## config.mk

```make
export PLATFORM = sky130hd
export DESIGN_NAME = six_step_commutator_with_ramp_core
export DESIGN_NICKNAME = d
export VERILOG_FILES = /design/src/sv/ssc_pkg.sv /design/src/sv/ssc_stage.sv /design/src/sv/ssc_ramp.sv /design/src/sv/ssc_out_buf.sv /design/src/sv/six_step_commutator_with_ramp_core.sv
export SDC_FILE = /design/constraint.sdc
export NUM_CORES = 1
export LEC_CHECK = 0
export ABC_CLOCK_PERIOD_IN_PS = 32400
export BUFFER_PORTS_ARGS = -buffer_cell sky130_fd_sc_hd__buf_2
export CAP_MARGIN = 5
export CORE_MARGIN = 2
export CORE_UTILIZATION = 51
export CTS_CLUSTER_SIZE = 25
export DETAILED_ROUTE_END_ITERATION = 8
export GPL_TIMING_DRIVEN = 0
export HOLD_SLACK_MARGIN = 0.05
export MAX_ROUTING_LAYER = met4
export PLACE_DENSITY_LB_ADDON = 0.2
export SYNTH_ARGS = -nofsm -noshare
export SYNTH_HDL_FRONTEND = slang
export SYNTH_HIERARCHICAL = 1
export SYNTH_SLANG_ARGS = --single-unit
```

## constraint.sdc

```tcl
create_clock -name clock -period 32.4 [get_ports clock]
set_input_delay 6.48 -clock clock [delete_from_list [all_inputs] [get_ports clock]]
set_output_delay 6.48 -clock clock [all_outputs]
set_load 0.03 [all_outputs]
```

## src/sv/ssc_pkg.sv

```systemverilog
// Shared types, constants and tables for the six-step commutator.
package ssc_pkg;

   localparam int TIME_W = 16;
   localparam int REV_W = 24;
   localparam int REG_W = 16;
   localparam int CSR_IDX_W = 3;
   localparam int DEC_W = 9;
   localparam int GEAR_W = 3;
   localparam int STAGE_W = 3;
   localparam int GEARS_SHIFT = 4;

   typedef enum logic [1:0] {
      KIND_TICK    = 2'd0,
      KIND_PERIOD  = 2'd1,
      KIND_RESTART = 2'd2,
      KIND_NONE    = 2'd3
   } kind_type;

   typedef enum logic [CSR_IDX_W-1:0] {
      CSR_START_STEP = 3'd0,
      CSR_MIN_STEP   = 3'd1,
      CSR_OFFSET     = 3'd2,
      CSR_THR_2      = 3'd3,
      CSR_THR_3      = 3'd4,
      CSR_THR_4      = 3'd5,
      CSR_THR_5      = 3'd6,
      CSR_COARSE     = 3'd7
   } csr_index_type;

   localparam logic [REG_W-1:0] RST_START_STEP = 16'd40000;
   localparam logic [REG_W-1:0] RST_MIN_STEP   = 16'd900;
   localparam logic [REG_W-1:0] RST_OFFSET     = 16'd300;
   localparam logic [REG_W-1:0] RST_THR_2      = 16'd39950;
   localparam logic [REG_W-1:0] RST_THR_3      = 16'd20000;
   localparam logic [REG_W-1:0] RST_THR_4      = 16'd3000;
   localparam logic [REG_W-1:0] RST_THR_5      = 16'd1100;
   localparam logic [REG_W-1:0] RST_COARSE     = 16'd16380;

   localparam logic [DEC_W-1:0]   RST_DECREMENT = 9'd50;
   localparam logic [GEAR_W-1:0]  GEAR_FIRST    = 3'd1;
   localparam logic [GEAR_W-1:0]  GEAR_TOP      = 3'd5;
   localparam logic [STAGE_W-1:0] STAGE_LAST    = 3'd5;

   // Reciprocals: floor(x/1000) for 16-bit x, floor(x/120) for 24-bit x, exact over range
   localparam int                 MS_SHIFT  = 26;
   localparam logic [16:0]        MS_MULT   = 17'd67109;
   localparam logic [9:0]         MS_US     = 10'd1000;
   localparam int                 REV_SHIFT = 31;
   localparam logic [24:0]        REV_MULT  = 25'd17895698;

   typedef logic [GEARS_SHIFT-1:0][REG_W-1:0] thr_type;

   typedef struct packed {
      logic [TIME_W-1:0]      step;
      logic [GEAR_W-1:0]      gear;
      logic [GEARS_SHIFT-1:0] shift_done;
      logic [DEC_W-1:0]       decrement;
   } motion_type;

   typedef struct packed {
      logic [2:0]         phase_pattern;
      logic [STAGE_W-1:0] stage;
      logic [GEAR_W-1:0]  gear;
      logic [TIME_W-1:0]  step_length;
      logic               stage_advanced;
   } rsp_type;

   function automatic logic [2:0] pattern_of_stage(input logic [STAGE_W-1:0] s);
      logic [2:0] p;
      case (s)
         3'd0: p = 3'b001;
         3'd1: p = 3'b101;
         3'd2: p = 3'b100;
         3'd3: p = 3'b110;
         3'd4: p = 3'b010;
         default: p = 3'b011;
      endcase
      return p;
   endfunction

   function automatic logic [DEC_W-1:0] gear_decrement(input logic [1:0] g);
      logic [DEC_W-1:0] d;
      case (g)
         2'd0: d = 9'd300;
         2'd1: d = 9'd50;
         2'd2: d = 9'd2;
         default: d = 9'd1;
      endcase
      return d;
   endfunction

endpackage

```

## src/sv/ssc_stage.sv

```systemverilog
// Stage timer: effective stage length and dwell count update for one tick.
module ssc_stage
   import ssc_pkg::*;
(
   input  logic [TIME_W-1:0] step,
   input  logic [REG_W-1:0]  coarse_thr,
   input  logic [TIME_W-1:0] dwell,
   output logic [TIME_W-1:0] dwell_inc,
   output logic              ended
);

   logic [32:0]       ms_prod;
   logic [6:0]        ms_q;
   logic [16:0]       ms_len;
   logic [TIME_W-1:0] len;

   always_comb begin
      ms_prod = 33'(step) * 33'(MS_MULT);
      ms_q = ms_prod[32:MS_SHIFT];
      ms_len = 17'(ms_q) * 17'(MS_US);
      // round down to whole milliseconds above the coarse threshold
      len = (step > coarse_thr) ? ms_len[TIME_W-1:0] : step;
      dwell_inc = (dwell != {TIME_W{1'b1}}) ? dwell + 1'b1 : dwell;
      ended = (dwell_inc >= len);
   end

endmodule

```

## src/sv/ssc_ramp.sv

```systemverilog
// Acceleration ramp: new step length and gear shifts at the end of a revolution.
module ssc_ramp
   import ssc_pkg::*;
(
   input  motion_type       motion_cur,
   input  logic [REV_W-1:0] rev_period,
   input  logic [REG_W-1:0] min_step,
   input  logic [REG_W-1:0] offset,
   input  thr_type          thr,
   output motion_type       motion_nxt
);

   logic [48:0]       rev_prod;
   logic [17:0]       est;
   logic [17:0]       est_sub;
   logic [TIME_W-1:0] step_top;
   logic [TIME_W-1:0] dec_ext;

   always_comb begin
      rev_prod = 49'(rev_period) * 49'(REV_MULT);
      est = rev_prod[48:REV_SHIFT];
      est_sub = (est > {2'b00, offset}) ? est - {2'b00, offset} : 18'd0;
      step_top = (est_sub > 18'(16'hFFFF)) ? 16'hFFFF : est_sub[TIME_W-1:0];
      dec_ext = {{(TIME_W-DEC_W){1'b0}}, motion_cur.decrement};

      motion_nxt = motion_cur;
      if (motion_cur.step > min_step) begin
         if (motion_cur.gear < GEAR_TOP) begin
            motion_nxt.step = (motion_cur.step > dec_ext) ? motion_cur.step - dec_ext
                                                          : '0;
         end else begin
            motion_nxt.step = step_top;
         end
      end else begin
         motion_nxt.step = min_step;
      end

      // shift up once per threshold crossed, lowest gear first
      for (int g = 0; g < GEARS_SHIFT; g++) begin
         if (motion_nxt.step < thr[g] && !motion_nxt.shift_done[g]) begin
            motion_nxt.shift_done[g] = 1'b1;
            motion_nxt.gear = GEAR_W'(g + 2);
            motion_nxt.decrement = gear_decrement(2'(g));
         end
      end
   end

endmodule

```

## src/sv/ssc_out_buf.sv

```systemverilog
// Two-entry result buffer between the state update and the result channel.
module ssc_out_buf
   import ssc_pkg::*;
(
   input  logic    clock,
   input  logic    reset,
   input  logic    push,
   input  rsp_type push_data,
   output logic    full,
   output logic    rsp_valid,
   input  logic    rsp_ready,
   output rsp_type rsp_data
);

   rsp_type    mem_ff [2];
   logic       wr_ptr_ff, wr_ptr_in;
   logic       rd_ptr_ff, rd_ptr_in;
   logic [1:0] count_ff, count_in;
   logic       pop;

   always_comb begin
      pop = rsp_valid && rsp_ready;
      wr_ptr_in = push ? ~wr_ptr_ff : wr_ptr_ff;
      rd_ptr_in = pop ? ~rd_ptr_ff : rd_ptr_ff;
      count_in = count_ff + {1'b0, push} - {1'b0, pop};
   end

   always_ff @(posedge clock) begin
      if (reset) begin
         wr_ptr_ff <= 1'b0;
         rd_ptr_ff <= 1'b0;
         count_ff <= 2'd0;
      end else begin
         wr_ptr_ff <= wr_ptr_in;
         rd_ptr_ff <= rd_ptr_in;
         count_ff <= count_in;
      end
   end

   always_ff @(posedge clock) begin
      if (push) begin
         mem_ff[wr_ptr_ff] <= push_data;
      end
   end

   assign full = (count_ff == 2'd2);
   assign rsp_valid = (count_ff != 2'd0);
   assign rsp_data = mem_ff[rd_ptr_ff];

endmodule

```

## src/sv/six_step_commutator_with_ramp_core.sv

```systemverilog
// Top level of the open-loop six-step commutator with acceleration ramp.
//
// The request channel takes one beat per event: a microsecond tick, a
// revolution period measurement (req_rev_period_us) or a restart. Every
// accepted beat yields exactly one result beat carrying the phase pattern,
// stage, gear and step length after the event, plus a flag set when a tick
// ended a stage.
// Each beat updates the motion state in the cycle it is accepted; its result
// is registered in a two-entry buffer and presented on the rsp_ channel from
// there, so one beat per cycle is sustained while the receiver keeps up.
// The stage length compare and the top-gear period estimate use constant
// reciprocal multipliers working on the state registers, so both finish
// within the accepting cycle.
// If the receiver stalls, the buffer still takes one more beat; req_ready
// drops only while both entries are occupied.
// Reset (synchronous) loads the register defaults, clears the buffer and
// puts the motor at stage 0, gear 1, step 40000 us.
// The csr_ port writes one register per enabled cycle; write it only while
// the block is idle.
module six_step_commutator_with_ramp_core
   import ssc_pkg::*;
(
   input  logic                 clock,
   input  logic                 reset,
   input  logic                 req_valid,
   output logic                 req_ready,
   input  logic [1:0]           req_kind,
   input  logic [REV_W-1:0]     req_rev_period_us,
   output logic                 rsp_valid,
   input  logic                 rsp_ready,
   output logic [2:0]           rsp_phase_pattern,
   output logic [STAGE_W-1:0]   rsp_stage,
   output logic [GEAR_W-1:0]    rsp_gear,
   output logic [TIME_W-1:0]    rsp_step_length,
   output logic                 rsp_stage_advanced,
   input  logic                 csr_wr_en,
   input  logic [CSR_IDX_W-1:0] csr_index,
   input  logic [REG_W-1:0]     csr_data
);

   logic [REG_W-1:0]   start_step_ff, min_step_ff, offset_ff, coarse_ff;
   thr_type            thr_ff;

   logic [TIME_W-1:0]  dwell_ff, dwell_in;
   logic [STAGE_W-1:0] stage_ff, stage_in;
   motion_type         motion_ff, motion_in;
   logic [REV_W-1:0]   rev_ff, rev_in;

   motion_type         motion_ramp;
   logic [TIME_W-1:0]  dwell_inc;
   logic               ended;
   logic               accept;
   logic               advanced;
   logic               buf_full;
   rsp_type            push_data;
   rsp_type            rsp_data;

   always_ff @(posedge clock) begin
      if (reset) begin
         start_step_ff <= RST_START_STEP;
         min_step_ff <= RST_MIN_STEP;
         offset_ff <= RST_OFFSET;
         thr_ff[0] <= RST_THR_2;
         thr_ff[1] <= RST_THR_3;
         thr_ff[2] <= RST_THR_4;
         thr_ff[3] <= RST_THR_5;
         coarse_ff <= RST_COARSE;
      end else if (csr_wr_en) begin
         case (csr_index_type'(csr_index))
            CSR_START_STEP: start_step_ff <= csr_data;
            CSR_MIN_STEP:   min_step_ff <= csr_data;
            CSR_OFFSET:     offset_ff <= csr_data;
            CSR_THR_2:      thr_ff[0] <= csr_data;
            CSR_THR_3:      thr_ff[1] <= csr_data;
            CSR_THR_4:      thr_ff[2] <= csr_data;
            CSR_THR_5:      thr_ff[3] <= csr_data;
            CSR_COARSE:     coarse_ff <= csr_data;
            default: ;
         endcase
      end
   end

   ssc_stage u_stage (
      .step       (motion_ff.step),
      .coarse_thr (coarse_ff),
      .dwell      (dwell_ff),
      .dwell_inc  (dwell_inc),
      .ended      (ended)
   );

   ssc_ramp u_ramp (
      .motion_cur (motion_ff),
      .rev_period (rev_ff),
      .min_step   (min_step_ff),
      .offset     (offset_ff),
      .thr        (thr_ff),
      .motion_nxt (motion_ramp)
   );

   assign req_ready = !buf_full;
   assign accept = req_valid && req_ready;

   always_comb begin
      dwell_in = dwell_ff;
      stage_in = stage_ff;
      motion_in = motion_ff;
      rev_in = rev_ff;
      advanced = 1'b0;
      case (kind_type'(req_kind))
         KIND_TICK: begin
            dwell_in = dwell_inc;
            if (ended) begin
               dwell_in = '0;
               advanced = 1'b1;
               if (stage_ff >= STAGE_LAST) begin
                  stage_in = '0;
                  motion_in = motion_ramp;
               end else begin
                  stage_in = stage_ff + 1'b1;
               end
            end
         end
         KIND_PERIOD: rev_in = req_rev_period_us;
         KIND_RESTART: begin
            dwell_in = '0;
            stage_in = '0;
            motion_in.step = start_step_ff;
            motion_in.gear = GEAR_FIRST;
            motion_in.shift_done = '0;
            motion_in.decrement = RST_DECREMENT;
         end
         default: ;
      endcase

      push_data.phase_pattern = pattern_of_stage(stage_in);
      push_data.stage = stage_in;
      push_data.gear = motion_in.gear;
      push_data.step_length = motion_in.step;
      push_data.stage_advanced = advanced;
   end

   always_ff @(posedge clock) begin
      if (reset) begin
         dwell_ff <= '0;
         stage_ff <= '0;
         motion_ff.step <= RST_START_STEP;
         motion_ff.gear <= GEAR_FIRST;
         motion_ff.shift_done <= '0;
         motion_ff.decrement <= RST_DECREMENT;
         rev_ff <= '0;
      end else if (accept) begin
         dwell_ff <= dwell_in;
         stage_ff <= stage_in;
         motion_ff <= motion_in;
         rev_ff <= rev_in;
      end
   end

   ssc_out_buf u_out_buf (
      .clock     (clock),
      .reset     (reset),
      .push      (accept),
      .push_data (push_data),
      .full      (buf_full),
      .rsp_valid (rsp_valid),
      .rsp_ready (rsp_ready),
      .rsp_data  (rsp_data)
   );

   assign rsp_phase_pattern = rsp_data.phase_pattern;
   assign rsp_stage = rsp_data.stage;
   assign rsp_gear = rsp_data.gear;
   assign rsp_step_length = rsp_data.step_length;
   assign rsp_stage_advanced = rsp_data.stage_advanced;

endmodule

```

==> results of run 1 <==
-- registers in the layout, summed over array words and instances, names as in the netlist, named ones only --
register,flops
thr_ff,64
motion_ff,32
dwell_ff,16
offset_ff,16
u_out_buf/wr_ptr_ff,1
u_out_buf/rd_ptr_ff,1
rev_ff,24
coarse_ff,16
min_step_ff,16
start_step_ff,16
u_out_buf/mem_ff,52
stage_ff,3
u_out_buf/count_ff,2
-- area by class of cell --
class	count	area, sq um
inverters	437	1645
clock buffers	31	743.2
clock inverters	22	277.8
well taps	672	840.8
plain buffers	87	397.9
fillers	4508	21950
multi-input cells	2147	17820
repair buffers	65	357.8
flip-flops and latches	260	5725
-- power groups by stage --
stage               clock, mW  sequential (mW)  combinational (mW)
finish                  0.358            0.372                1.56
global route            0.374            0.375                1.79
CTS                     0.360            0.372                1.57
detailed placement          0            0.379                1.56
global placement            0            0.379                1.49
floorplan                   0            0.370                1.22
-- cells by family (layout without fill, tap and decap cells) --
| family | count (synthesis) | count (layout) |
|---|---|---|
| XOR/XNOR | 66 | 66 |
| flip-flops | 260 | 260 |
| AO/OA/AOI/OAI | 565 | 565 |
| adder cells (fa/ha/maj) | 648 | 648 |
| AND/OR/NAND/NOR | 818 | 818 |
| buffers and inverters | 524 | 642 |
| multiplexers | 50 | 50 |
-- cell usage in the layout (no fill, tap or decap), drive strengths merged, types with 18 or more instances in the layout --
| cell type | netlist | routed |
|---|---|---|
| mux2 | 35 | 35 |
| nand4 | 37 | 37 |
| nor2 | 159 | 159 |
| dfxtp | 208 | 208 |
| ha | 515 | 515 |
| nand3 | 38 | 38 |
| nor3 | 37 | 37 |
| inv | 436 | 438 |
| o21a | 18 | 18 |
| nor4 | 19 | 19 |
| xor2 | 26 | 26 |
| a211oi | 23 | 23 |
| nand3b | 45 | 45 |
| nand2 | 381 | 381 |
| edfxtp | 52 | 52 |
| o21ai | 84 | 84 |
| fa | 133 | 133 |
| and3 | 20 | 20 |
| a22oi | 19 | 19 |
| buf | 35 | 100 |
| a21o | 49 | 49 |
| xnor2 | 39 | 39 |
| nor2b | 25 | 25 |
| a21oi | 221 | 221 |
| clkbuf | 52 | 83 |
-- metal layers --
layer | vias up | GRT usage | part of all wire
met5 | - | - | 0
met4 | 0 | 0.08129 | 0.032
met3 | 128 | 0.03088 | 0.071
met2 | 729 | 0.4363 | 0.44
met1 | 10060 | 0.3853 | 0.46
li1 | 10230 | - | -
-- path summary, 6_finish.rpt --
path / from / end / slack, ns
max: rev_ff[6] / u_out_buf/mem_ff[0][18] / 19.41
min: thr_ff[18] / thr_ff[18] / 0.46
max reg2reg: rev_ff[6] / u_out_buf/mem_ff[0][18] / 19.41
min reg2reg: thr_ff[18] / thr_ff[18] / 0.46
-- metrics by stage --
stage	cell area [sq um]	worst slack [ns]	total power [mW]	hold WS, ns	std cells
after global placement	26690	18.77	1.866	0.4426	3661
after global routing	27810	18.47	2.542	0.4729	3721
final	27810	19.41	2.292	0.4562	3721
after detailed placement	26790	19.53	1.937	0.4481	3668
after floorplan	25560	21.70	1.591	0.4363	2931
after CTS	27810	19.45	2.300	0.4562	3721
-- tightest hold or removal path, cell delays in order, from the launching register on --
cell and delay, ns:
dfxtp_1 0.31, nand2_1 0.05, a21oi_1 0.05
==> out/metrics.cfg, run 1 <==
[critical_path]
critPathBufInv=4
path_max_fanout=9
start_kind=flop
crit_required_ns=32.74
slowest_stage=o31ai_2
cpPeakStageDelay_ns=0.84
cpMostUsedCell=fa_1
critPathCaptureType=flop
path_class=flop to flop
crit_family=compound AO/OA/AOI/OAI gates
cp.depth=45
rr_worst_depth=45
critPathArrivalTime_ns=13.33

[job]
maxCapViolCount=0

[final_layout]
drive_above_1_share=0.07675
syn2layout_area_growth_pct=8.813
antenna_cells=0
final_util=0.5588
final_nets=3725

[synth]
yosysMostFrequentCell=ha_1
synth_commonest_cells=ha_1 (515), inv_1 (435), nand2_1 (380)
avgSynthCellArea_sq_um=8.719
synth_compound_area_frac=0.1442
async_flop_share=0
synth_top_family_by_area=adder cells
muxShareOfSynthArea=0.02144
synth-simple-area-share=0.1508
synth.distinct_cells=98
synth_xor_area_frac=0.02316
syn_nets=3629
yosysWarnings=6
synth_flop_cell=dfxtp_1
synth_area_sq_um=25560
ys_seq_area_frac=0.2240
netlist_top_cells_area=ha_1 (25%), dfxtp_1 (16%), fa_1 (10%)
synth_edf_count=52
ys_ff_latch=260
yosysTopAreaCellShare=0.2521
syn_inst=2931
yosys.area.top_type=ha_1
synthAdderAreaFrac=0.3563

[clock_tree]
holdBufCountCts=0
clkSinkCount=260
insertion_delay_ns=0.58
cts_buffer_depth=3
cts_resized=0
cts_inserted_buffers=29
h-tree-depth=1
root_buffer=clkbuf_16
cts.clk_slew.worst_paths_ns=0.06
post_cts_buffers=0
cts_tree=done

[drt]
dr.first_iter.drc_count=1718
ant_nets=0
vias_per_cell=5.684
first_pass_iters=5
vias=21150
totalWireLength_mm=70.94
avgRoutedWirePerCell_um=19.06
post-route-drc-count=0

[global_routing]
grt_pass1_vias=20830
overflow=0
grt_antenna_before_repair=0
grt_usage=0.2801
grt_max_degree=27
grt_pass1_wl_mm=112.9

[floorplan]
core_area_sq_um=49760
start_util=0.5136
die_area_sq_um=51920
rows=82
ios=78
fp.dieW_um=227.9
die-height_um=227.9

[sta]
skew_ns=0.02822
finalCriticalPeriod_ns=12.99
fmax_mhz=76.95
relSlewSlack=0.06495
setup_viol_count_final=0
hold_viol=0
slew_viol_final=0
period_share=0.4011
finalSetupTns_ns=0
worst_pin_slew_ns=1.403
rsz0062_at_grt=no

[power]
p_seq_frac=0.162
clockPowerShare=0.156
p_sw_frac=0.4530
p_int_mw=1.254
p_leak_nw=13.83
power_density_nw_per_um2=82.44
p_comb_frac=0.681
ir_worst_vdd_mv=0.1884
power_switching_mw=1.038

[placed_design]
place_congestion=0.9235
port_buffers=58
dpl.hpwl_mm=54.85

[worst_hold_path]
min_path_cells=2
hp-class=flop to flop

[status]
status=complete, no violations

Power figures use the tool's default switching activity.
==> inputs of run 2 (changes only) <==
ABC_AREA = 1   (was not set)
ABC_CLOCK_PERIOD_IN_PS = 12960   (was 32400)
clock period = 12.96 ns   (was 32.4 ns; I/O delays follow)
==> out/metrics.cfg, run 2 <==
[worst_hold_path]
hp-class=flop to flop  ; unchanged
min_from=thr_ff[50]  ; was thr_ff[18]

[global_routing]
grt_usage=0.2757  ; was 0.2801
grt_pass1_vias=21500  ; was 20830
grt_max_degree=28  ; was 27
grt_antenna_before_repair=3  ; was 0
overflow=0  ; unchanged
grt_pass1_wl_mm=114.9  ; was 112.9 mm

[synth]
netlist_top_cells_area=ha_1 (24%), dfxtp_1 (15%), fa_1 (9.9%)  ; was ha_1 (25%), dfxtp_1 (16%), fa_1 (10%)
synth_flop_cell=dfxtp_1  ; unchanged
ys_ff_latch=260  ; unchanged
yosysWarnings=6  ; unchanged
yosys.area.top_type=ha_1  ; unchanged
synth_edf_count=52  ; unchanged
ys_seq_area_frac=0.2124  ; was 0.2240
yosysTopAreaCellShare=0.2391  ; was 0.2521
synth.distinct_cells=59  ; was 98
yosysMostFrequentCell=nand2_1  ; was ha_1
syn_nets=4270  ; was 3629
async_flop_share=0  ; unchanged
avgSynthCellArea_sq_um=7.545  ; was 8.719 sq um
synth_area_sq_um=26950  ; was 25560 sq um
synth_commonest_cells=nand2_1 (667), inv_1 (664), ha_1 (515)  ; was ha_1 (515), inv_1 (435), nand2_1 (380)
syn_inst=3572  ; was 2931

[clock_tree]
cts_tree=done  ; unchanged
cts_inserted_buffers=31  ; was 29
clkSinkCount=260  ; unchanged
root_buffer=clkbuf_16  ; unchanged
cts_buffer_depth=3  ; unchanged
post_cts_buffers=0  ; unchanged
cts_resized=0  ; unchanged
holdBufCountCts=0  ; unchanged
cts.clk_slew.worst_paths_ns=0.06  ; about the same
insertion_delay_ns=0.59  ; was 0.58 ns
h-tree-depth=1  ; unchanged

[sta]
worst_pin_slew_ns=1.456  ; was 1.403 ns
skew_ns=0.02634  ; was 0.02822 ns
finalWorstSetupSlack_ns=0.9157  ; was 19.41 ns
setup_viol_count_final=0  ; unchanged
period_share=0.9293  ; was 0.4011
rsz0062_at_grt=no  ; unchanged
relSlewSlack=0.02941  ; was 0.06495
hold_viol=0  ; unchanged
fmax_mhz=83.03  ; was 76.95 MHz
slew_viol_final=0  ; unchanged
finalSetupTns_ns=0  ; unchanged
worst_hold_slack_ns=0.4583  ; was 0.4562 ns
finalCriticalPeriod_ns=12.04  ; was 12.99 ns

[drt]
dr.first_iter.drc_count=1686  ; was 1718
vias=23130  ; was 21150
avgRoutedWirePerCell_um=16.53  ; was 19.06 um
first_pass_iters=7  ; was 5
post-route-drc-count=0  ; unchanged
totalWireLength_mm=72.66  ; was 70.94 mm
ant_nets=0  ; unchanged
vias_per_cell=5.262  ; was 5.684

[placed_design]
place_congestion=0.9350  ; was 0.9235
dpl.hpwl_mm=56.72  ; was 54.85 mm
port_buffers=76  ; was 58
pre_cts_ws_ns=1.174  ; was 19.53 ns

[floorplan]
fp.dieW_um=233.9  ; was 227.9 um
die-height_um=233.9  ; was 227.9 um
start_util=0.5139  ; was 0.5136
ios=78  ; unchanged
rows=84  ; was 82
die_area_sq_um=54700  ; was 51920 sq um
core_area_sq_um=52450  ; was 49760 sq um

[critical_path]
critPathCaptureType=flop  ; unchanged
critPathArrivalTime_ns=12.33  ; was 13.33 ns
crit_required_ns=13.25  ; was 32.74 ns
startpoint=rev_ff[6]  ; unchanged
cpPeakStageDelay_ns=0.96  ; was 0.84 ns
r2r-start=rev_ff[6]  ; unchanged
cpMostUsedCell=nand2_1  ; was fa_1
path_max_fanout=6  ; was 9
path_class=flop to flop  ; unchanged
start_kind=flop  ; unchanged
slowest_stage=a2111oi_0  ; was o31ai_2

[final_layout]
final_cell_mix=nand2_1 (667), inv_1 (664), ha_1 (515)  ; was ha_1 (515), inv_1 (435), nand2_1 (380)
top_register=thr_ff  ; unchanged
largestRegisters=thr_ff: 64 flops, u_out_buf/mem_ff: 52 flops, motion_ff: 32 flops  ; unchanged
syn2layout_area_growth_pct=8.565  ; was 8.813%
mostFrequentLayoutCell=nand2_1  ; was ha_1
final_nets=4385  ; was 3725
largest_reg_flops=64  ; unchanged
antenna_cells=0  ; unchanged
drive_above_1_share=0.07201  ; was 0.07675
nFillCells=5104  ; was 4508

[status]
status=complete, no violations  ; unchanged

[job]
maxCapViolCount=0  ; unchanged

run 2: changes by cell type after synthesis, moves of 20 or more:
| cell | previous run | this run |
|---|---|---|
| nand3b_1 | 45 | 5 |
| o21ai_0 | 80 | 176 |
| a21o_1 | 49 | 10 |
| o21ai_1 | 3 | 48 |
| inv_1 | 435 | 664 |
| nand3_1 | 38 | 174 |
| and3_1 | 20 | 0 |
| nand2_1 | 380 | 667 |
| nor2b_1 | 25 | 0 |
| nor2_1 | 159 | 369 |
| mux2_2 | 34 | 6 |
| a21oi_1 | 216 | 167 |
run 2: critical path, delay by kind of cell, from the launching register on:
| kind | cells | cell delay [ns] |
|---|---|---|
| flops | 1 | 0.58 |
| fa+ha+maj | 9 | 4.14 |
| xor+xnor | 1 | 0.15 |
| compound gates | 11 | 3.28 |
| simple gates | 22 | 2.82 |
| buf+inv | 11 | 0.76 |
run 2: worst paths after layout:
kind | end | slack, ns | cells after the start
hold / removal | thr_ff[50] | 0.46 | 2
setup reg to reg | u_out_buf/mem_ff[0][18] | 0.92 | 54
setup / recovery | u_out_buf/mem_ff[0][18] | 0.92 | 54
hold reg to reg | thr_ff[50] | 0.46 | 2
run 2: cells by family (layout without fill, tap and decap cells):
kind of cell / count (synthesis) / after routing / share of synthesized area
simple gates: 1339 / 1339 / 0.2097
buf+inv: 765 / 901 / 0.1103
fa+ha+maj: 648 / 648 / 0.3379
compound gates: 474 / 474 / 0.09629
flops: 260 / 260 / 0.2124
xor+xnor: 60 / 60 / 0.01978
mux: 26 / 26 / 0.01365
run 2: metal layers:
metal	wire (um)	global-route usage	vias to the layer above
li1	-	-	11730
met1	34900	0.3885	10660
met2	31920	0.4283	648
met3	4447	0.03271	94
met4	1390	0.05241	0
met5	0	-	-
run 2: area by class of cell:
cell class / instances / area, sq um / area share
Tap cell: 688 / 860.8 / 0.02942
Clock inverter: 14 / 182.7 / 0.006243
Inverter: 685 / 2574 / 0.08796
Timing Repair Buffer: 82 / 432.9 / 0.01480
Multi-Input combinational cell: 2547 / 18270 / 0.6242
Buffer: 80 / 399.1 / 0.01364
Clock buffer: 40 / 819.5 / 0.02801
Sequential cell: 260 / 5725 / 0.1957
run 2: stage by stage:
stage	utilization	std cells	cell area, sq um
floorplan	-	3572	26950
global placement	0.5376	4336	28190
detailed placement	0.5388	4342	28260
CTS	0.5579	4396	29260
global route	0.5579	4396	29260
finish	0.5579	4396	29260
Power of run 2 is not shown: default switching activity piles up to over one toggle a cycle in this logic, so the estimate is an artifact.
